File: config.mk
export PLATFORM = sky130hd
export DESIGN_NAME = sorted_array_priority_queue
export DESIGN_NICKNAME = d
export VERILOG_FILES = /design/src/spq_pkg.sv /design/src/sorted_array_priority_queue.sv /design/src/spq_cell.sv
export SDC_FILE = /design/constraint.sdc
export NUM_CORES = 2
export LEC_CHECK = 0
export BUFFER_PORTS_ARGS = -buffer_cell sky130_fd_sc_hd__buf_4
export CAP_MARGIN = 15
export CELL_PAD_IN_SITES_DETAIL_PLACEMENT = 0
export CELL_PAD_IN_SITES_GLOBAL_PLACEMENT = 2
export CORE_ASPECT_RATIO = 0.8
export CORE_MARGIN = 4
export CORE_UTILIZATION = 46
export DETAILED_ROUTE_END_ITERATION = 16
export HOLD_SLACK_MARGIN = 0.1
export PLACE_DENSITY_LB_ADDON = 0.1
export SLEW_MARGIN = 25
export SYNTH_ARGS = -nofsm -noshare
export SYNTH_HDL_FRONTEND = slang
export SYNTH_SLANG_ARGS = --single-unit
File: constraint.sdc
create_clock -name clk -period 9.3 [get_ports clk]
set_clock_uncertainty 0.05 [all_clocks]
set_input_delay 0 -clock clk [delete_from_list [all_inputs] [get_ports clk]]
set_output_delay 0 -clock clk [all_outputs]
set_load 0.01 [all_outputs]
File: src/spq_pkg.sv
// shared types and constants for the sorted array priority queue
`timescale 1ns / 1ps

package spq_pkg;

  // default geometry
  localparam int DEPTH_DEF = 16;
  localparam int KEY_W_DEF = 32;

  // capacity register
  localparam int          CAP_W     = 5;
  localparam logic [4:0]  CAP_RESET = 5'd16;

  // command codes, the fourth code is a no-op
  typedef enum logic [1:0] {
    CMD_INSERT = 2'd0,
    CMD_REMOVE = 2'd1,
    CMD_PEEK   = 2'd2
  } cmd_t;

  // per-cycle control broadcast to every cell
  typedef struct packed {
    logic ins;  // insert carried out this cycle
    logic rem;  // remove carried out this cycle
  } spq_ctl_t;

endpackage

File: src/sorted_array_priority_queue.sv
// top level of the sorted array priority queue: command decode, cell row, result register
//
//  channel  | direction | fields (low bit first)
//  in_*     | slave     | tdata: command[1:0], key_value[KEY_WIDTH-1:0], zero fill
//  out_*    | master    | tdata: success, head_value, stored_count, is_empty, is_full, zero fill
//  cfg_*    | write     | wdata: capacity_limit[4:0]
//
// For every command the whole row compares and shifts in the cycle
// the transaction is accepted, and the result sits in the output register the next.
// A new command is taken when no result waits or in the cycle the previous result is taken.
// Reset clears the count, the result valid and sets the capacity to 16; keys hold
// whatever they held until written. Output stalls block input once the result register is full.
`timescale 1ns / 1ps

module sorted_array_priority_queue #(
  parameter int DEPTH     = spq_pkg::DEPTH_DEF,
  parameter int KEY_WIDTH = spq_pkg::KEY_W_DEF,
  localparam int CNT_W    = $clog2(DEPTH + 1),
  localparam int IN_W     = ((KEY_WIDTH + 2 + 7) / 8) * 8,
  localparam int OUT_W    = ((KEY_WIDTH + CNT_W + 3 + 7) / 8) * 8
) (
  input  logic                      clk,
  input  logic                      rst_n,
  // command in
  input  logic                      in_tvalid,
  output logic                      in_tready,
  input  logic [IN_W-1:0]           in_tdata,   // command, key_value
  // result out
  output logic                      out_tvalid,
  input  logic                      out_tready,
  output logic [OUT_W-1:0]          out_tdata,  // success, head_value, stored_count, is_empty, is_full
  // capacity register
  input  logic                      cfg_we,
  input  logic [spq_pkg::CAP_W-1:0] cfg_wdata   // capacity_limit
);

  localparam int CMP_W  = (CNT_W > spq_pkg::CAP_W) ? CNT_W : spq_pkg::CAP_W;
  localparam int RES_W  = KEY_WIDTH + CNT_W + 3;

  logic [spq_pkg::CAP_W-1:0] cap_r;
  logic [CNT_W-1:0]          count_r;
  logic [CNT_W-1:0]          count_nxt;
  logic                      out_valid_r;
  logic [OUT_W-1:0]          out_data_r;

  logic                      in_acc;
  logic [1:0]                cmd;
  logic [KEY_WIDTH-1:0]      key;
  logic                      full_now;
  logic                      empty_now;
  logic                      full_after;
  logic                      ok;
  logic                      take_head;
  spq_pkg::spq_ctl_t         ctl;
  logic [KEY_WIDTH-1:0]      head;
  logic [RES_W-1:0]          res;

  logic [KEY_WIDTH-1:0]      cell_key [DEPTH];
  logic                      cell_lt  [DEPTH];

  // handshake
  assign in_tready  = !out_valid_r || out_tready;
  assign in_acc     = in_tvalid && in_tready;
  assign cmd        = in_tdata[1:0];
  assign key        = in_tdata[KEY_WIDTH+1:2];
  assign out_tvalid = out_valid_r;
  assign out_tdata  = out_data_r;

  // occupancy flags before the command
  assign empty_now = (count_r == '0);
  assign full_now  = (CMP_W'(count_r) >= CMP_W'(cap_r)) || (count_r == CNT_W'(DEPTH));

  // command decode
  always_comb begin
    ctl       = '0;
    ok        = 1'b0;
    take_head = 1'b0;
    count_nxt = count_r;
    case (cmd)
      spq_pkg::CMD_INSERT: begin
        ok        = !full_now;
        ctl.ins   = in_acc && !full_now;
        count_nxt = full_now ? count_r : count_r + CNT_W'(1);
      end
      spq_pkg::CMD_REMOVE: begin
        ok        = !empty_now;
        take_head = !empty_now;
        ctl.rem   = in_acc && !empty_now;
        count_nxt = empty_now ? count_r : count_r - CNT_W'(1);
      end
      spq_pkg::CMD_PEEK: begin
        ok        = !empty_now;
        take_head = !empty_now;
      end
      default: begin
        ok = 1'b0;
      end
    endcase
  end

  // result fields after the command
  assign full_after = (CMP_W'(count_nxt) >= CMP_W'(cap_r)) || (count_nxt == CNT_W'(DEPTH));
  assign head       = take_head ? cell_key[0] : '0;
  assign res        = {full_after, (count_nxt == '0), count_nxt, head, ok};

  // row of cells
  for (genvar i = 0; i < DEPTH; i++) begin : g_cell
    logic                 lt_left;
    logic [KEY_WIDTH-1:0] left_key;
    logic [KEY_WIDTH-1:0] right_key;

    if (i == 0) begin : g_first
      assign lt_left  = 1'b1;
      assign left_key = key;
    end else begin : g_mid
      assign lt_left  = cell_lt[i-1];
      assign left_key = cell_key[i-1];
    end

    if (i == DEPTH - 1) begin : g_last
      assign right_key = cell_key[i];
    end else begin : g_inner
      assign right_key = cell_key[i+1];
    end

    spq_cell #(
      .KEY_WIDTH (KEY_WIDTH)
    ) u_cell (
      .clk      (clk),
      .ctl      (ctl),
      .new_key  (key),
      .active   (CNT_W'(i) < count_r),
      .lt_prev  (lt_left),
      .prev_key (left_key),
      .next_key (right_key),
      .lt_o     (cell_lt[i]),
      .key_o    (cell_key[i])
    );
  end

  // capacity register
  always_ff @(posedge clk) begin
    if (!rst_n) begin
      cap_r <= spq_pkg::CAP_RESET;
    end else if (cfg_we) begin
      cap_r <= cfg_wdata;
    end
  end

  // entry count
  always_ff @(posedge clk) begin
    if (!rst_n) begin
      count_r <= '0;
    end else if (in_acc) begin
      count_r <= count_nxt;
    end
  end

  // result register
  always_ff @(posedge clk) begin
    if (!rst_n) begin
      out_valid_r <= 1'b0;
    end else if (in_acc) begin
      out_valid_r <= 1'b1;
    end else if (out_tready) begin
      out_valid_r <= 1'b0;
    end
  end

  always_ff @(posedge clk) begin
    if (in_acc) begin
      out_data_r <= OUT_W'(res);
    end
  end

`ifndef NO_ASSERTIONS
  // count never runs past the row length
  a_count_bound: assert property (@(posedge clk) disable iff (!rst_n)
    count_r <= CNT_W'(DEPTH))
    else $error("entry count above depth");

  // a successful insert grows the count by one
  a_insert_count: assert property (@(posedge clk) disable iff (!rst_n)
    ctl.ins |=> count_r == $past(count_r) + CNT_W'(1))
    else $error("insert did not advance count");

  // a successful remove reports the old head and shrinks the count
  a_remove_head: assert property (@(posedge clk) disable iff (!rst_n)
    ctl.rem |=> (out_data_r[KEY_WIDTH:1] == $past(cell_key[0])) &&
                (count_r == $past(count_r) - CNT_W'(1)))
    else $error("remove result mismatch");

  // the two smallest entries stay in order
  a_sorted_front: assert property (@(posedge clk) disable iff (!rst_n)
    count_r >= CNT_W'(2) |-> cell_key[0] <= cell_key[1])
    else $error("front of row out of order");
`endif

endmodule

File: src/spq_cell.sv
// one cell of the sorted key row: holds one key and shifts with its neighbors
`timescale 1ns / 1ps

module spq_cell #(
  parameter int KEY_WIDTH = spq_pkg::KEY_W_DEF
) (
  input  logic                 clk,
  input  spq_pkg::spq_ctl_t    ctl,
  input  logic [KEY_WIDTH-1:0] new_key,    // key being inserted
  input  logic                 active,     // cell holds a stored entry
  input  logic                 lt_prev,    // new key sorts after the left cell
  input  logic [KEY_WIDTH-1:0] prev_key,   // left neighbor's key
  input  logic [KEY_WIDTH-1:0] next_key,   // right neighbor's key
  output logic                 lt_o,       // new key sorts after this cell
  output logic [KEY_WIDTH-1:0] key_o
);

  logic [KEY_WIDTH-1:0] key_r;
  logic [KEY_WIDTH-1:0] key_nxt;

  // new key passes this entry only if strictly larger
  assign lt_o  = active && (new_key > key_r);
  assign key_o = key_r;

  // keep, take the new key, or shift from a neighbor
  always_comb begin
    key_nxt = key_r;
    if (ctl.ins) begin
      if (lt_o) begin
        key_nxt = key_r;
      end else if (lt_prev) begin
        key_nxt = new_key;
      end else begin
        key_nxt = prev_key;
      end
    end else if (ctl.rem) begin
      key_nxt = next_key;
    end
  end

  always_ff @(posedge clk) begin
    key_r <= key_nxt;
  end

endmodule
==> out/summary.txt <==
r2r startpoint = count_r[2]
ratio of cells with drive above 1 in the final layout = 0.0721
clk slew on worst S/H paths = 0.06 ns
Synthesized Nets = 4410
CTS tree = done
worst r2r path cells = 10
Reg-to-Reg End = g_cell[8].u_cell.key_o[7]
final hold violations = 0
Die Wd = 334 um
CTS root buf = clkbuf_16
Tot Pwr = 6.75 mW
Post-Syn Instances = 3831
IO Pins = 92
CP arrival = 5.62 ns
post-route clock period utilization = 0.563
Max-Cap Viols = 0
Reg power frac = 0.454
Netlist cell types = 67
fin. max-slew vios = 0
Worst Hold End = count_r[0]
drc violations = 0
nets = 4426
total track usage = 0.243
DR iter-0 viols = 2466
VDD IR max = 0.000111 V
Routed Wire Length = 112000 um
clock buffer count from CTS = 67
Initial Utilization = 0.465
CP Capture Type = register
Vias/cell = 6.26
largest net degree at the start of global routing = 197
number of synthesized flops with an enable pin = 552
GP Congestion = 0.848
Die Height = 269 um
Setup-failing EPs final = 0
drt first pass iters = 6
Clk pwr share = 0.366
Worst Path Class, Setup = register to register
NetSw = 1.96 mW
Period minus WS final = 5.24 ns
leakage = 17.2 nW
critical path, cell by cell = ha_1 -> a21oi_1 -> o21ai_1 -> a311oi_2 -> nand2_2 -> nor2_4 -> buf_12 -> buf_4 -> nand2_1 -> o221ai_1
met1 Usage GRT = 0.349
GR Layer Usage met3 = 0.0318
internal power = 4.79 mW
Fillers = 7663
H-tree depth = 3
die area = 89700 um2
CP delay by family, top = buffers and inverters
pwr dens = 157 nW/um2
Worst path max stage delay = 0.81 ns
antenna cell count = 0
Synth Flop Type = edfxtp_1
commonest non-fill, non-tap cell in the layout = edfxtp_1
# rows = 95
status = finished clean
initial antenna violation count = 2
Total Neg Setup Slack = 0 ns
post-synthesis sequential area ratio = 0.430
Placed Instances = 4838
worst-skew pair later-pin latency = 0.62 ns
final std cells w/o fill = 5012
Sw Share = 0.290
unrepaired setup endpoints after global routing = false
Synthesis Warnings = 0
combinational power share = 0.180
Area Growth Syn to Fin = 9.95%
WHS Path Cells = 3
WL/cell = 22.4 um
worst path required time = 9.68 ns
Hold Startpoint = rst_n
core box area = 84200 um2
vias in the first global route = 32200
crit path max fanout = 196
Max Clk Rate = 0.191 GHz
Vias = 31400
flop2flop setup slack = 4.06 ns
Slew @ Worst Pin = 1.03 ns
Yosys reg bits = 563
Max-slew headroom = 0.302
met2 Resource Use GR = 0.391
Netlist Area Pre-Place = 39100 um2
Hold Slack = 0.209 ns
WP buf/inv = 2
cts repair resizes = 0
Min-Delay Path Class = input pin to register
first-pass GRT wire length = 175000 um
Multi-input gate area = 19300 um2
Crit-path slowest cell = buf_4
FF/Latch Area = 16800 um2
GRT busiest layer = met2
Post-synth ARST share = 0
Synth Area per Inst = 10.2 um2
clock sink count = 563
DP HPWL = 84900 um
grt total ovfl = 0
most frequent cells in the layout = edfxtp_1, ha_1, inv_1, nand3_1, o221ai_1
Post-DRT Antenna Nets = 0
startpoint types = register
Post-Route Utilization = 0.511
I/O Buffers = 85
Post-CTS Setup Bufs = 0
CTS max path bufs = 3
## through the flow
step,area (um2),setup slack (ns)
global route,43000,3.78
finish,43000,4.06
detailed placement,40500,4.24
floorplan,39100,4.54
global placement,40400,4.41
CTS,43000,4.21
## tightest hold or removal path, delay by kind of cell
kind / cells / cell delay [ns]
buffers and inverters: 2 / 0.71
AND/OR/NAND/NOR: 1 / 0.13
## synth_stat cells (all sizes together) (5+ instances only)
cell,count,area share
a2111oi,12,0.0028
a211oi,26,0.0050
a21boi,15,0.0029
a21o,47,0.0090
a21oi,215,0.028
a221oi,7,0.0016
a22oi,10,0.0019
a31oi,22,0.0068
and3,5,0.00080
and4,6,0.0013
buf,161,0.022
clkbuf,80,0.0077
dfxtp,11,0.0056
edfxtp,552,0.42
ha,529,0.17
inv,523,0.050
mux2,32,0.0092
mux2i,18,0.0046
nand2,165,0.016
nand2b,6,0.00096
nand3,508,0.065
nand4,120,0.019
nor2,72,0.0071
nor2b,24,0.0038
nor3,25,0.0035
nor4,14,0.0030
nor4b,5,0.0011
o211ai,18,0.0035
o21ai,103,0.013
o21bai,8,0.0015
o221ai,434,0.097
or4,11,0.0021
or4b,9,0.0023
## repair_timing
action                                  in CTS  in global routing
hold buffers                                55                  0
endpoints found under the hold margin       59                  0
endpoints found under the setup margin       0                  0
## power by group through the flow
stage	combinational [mW]	clock (mW)	sequential, mW
floorplan	0.807	0	3.10
global placement	1.12	0	3.11
detailed placement	1.18	0	3.11
CTS	1.20	2.55	3.06
global route	1.36	2.64	3.07
finish	1.22	2.47	3.06
## final cells by class
class	count	area share
clock buffer	93	0.0425
clock inverter	26	0.00326
inverter	524	0.0458
multi-input combinational	2503	0.448
sequential	563	0.391
tap	1115	0.0325
timing repair buffer	188	0.0374
## registers in the layout (all words and copies together) (netlist names)
register and flops:
count_r 5, cap_r 5, g_cell.u_cell.key_o 512, out_tvalid 1, out_tdata 40
## worst max-delay path by stage
stage,depth (start not counted),slack (ns),start,endpoint
2_1_floorplan,9,4.54,count_r[0],g_cell[14].u_cell.key_o[0]
3_3_place_gp,10,4.41,count_r[2],g_cell[14].u_cell.key_o[7]
3_5_place_dp,10,4.24,count_r[2],g_cell[8].u_cell.key_o[7]
4_1_cts,10,4.21,count_r[2],g_cell[8].u_cell.key_o[7]
5_1_grt,10,3.78,count_r[2],g_cell[8].u_cell.key_o[7]
6_report,10,4.06,count_r[2],g_cell[8].u_cell.key_o[7]
## routing by layer
| metal | vias up | part of all wire | wire length, um |
|---|---|---|---|
| met4 | 2 | 0.022 | 2420 |
| met2 | 851 | 0.45 | 50700 |
| li1 | 14900 | - | - |
| met3 | 177 | 0.048 | 5430 |
| met1 | 15500 | 0.48 | 53700 |
| met5 | - | 0.00012 | 13 |
## logic make-up after synthesis
| logic type | after synthesis | share of synthesized area |
|---|---|---|
| adders and majority gates | 529 | 0.169 |
| and+or+nand+nor | 979 | 0.128 |
| AOI/OAI and AO/OA | 945 | 0.179 |
| DFF | 563 | 0.430 |
| muxes | 50 | 0.0138 |
| buffers and inverters | 765 | 0.0799 |
(Power assumes the default switching activity.)
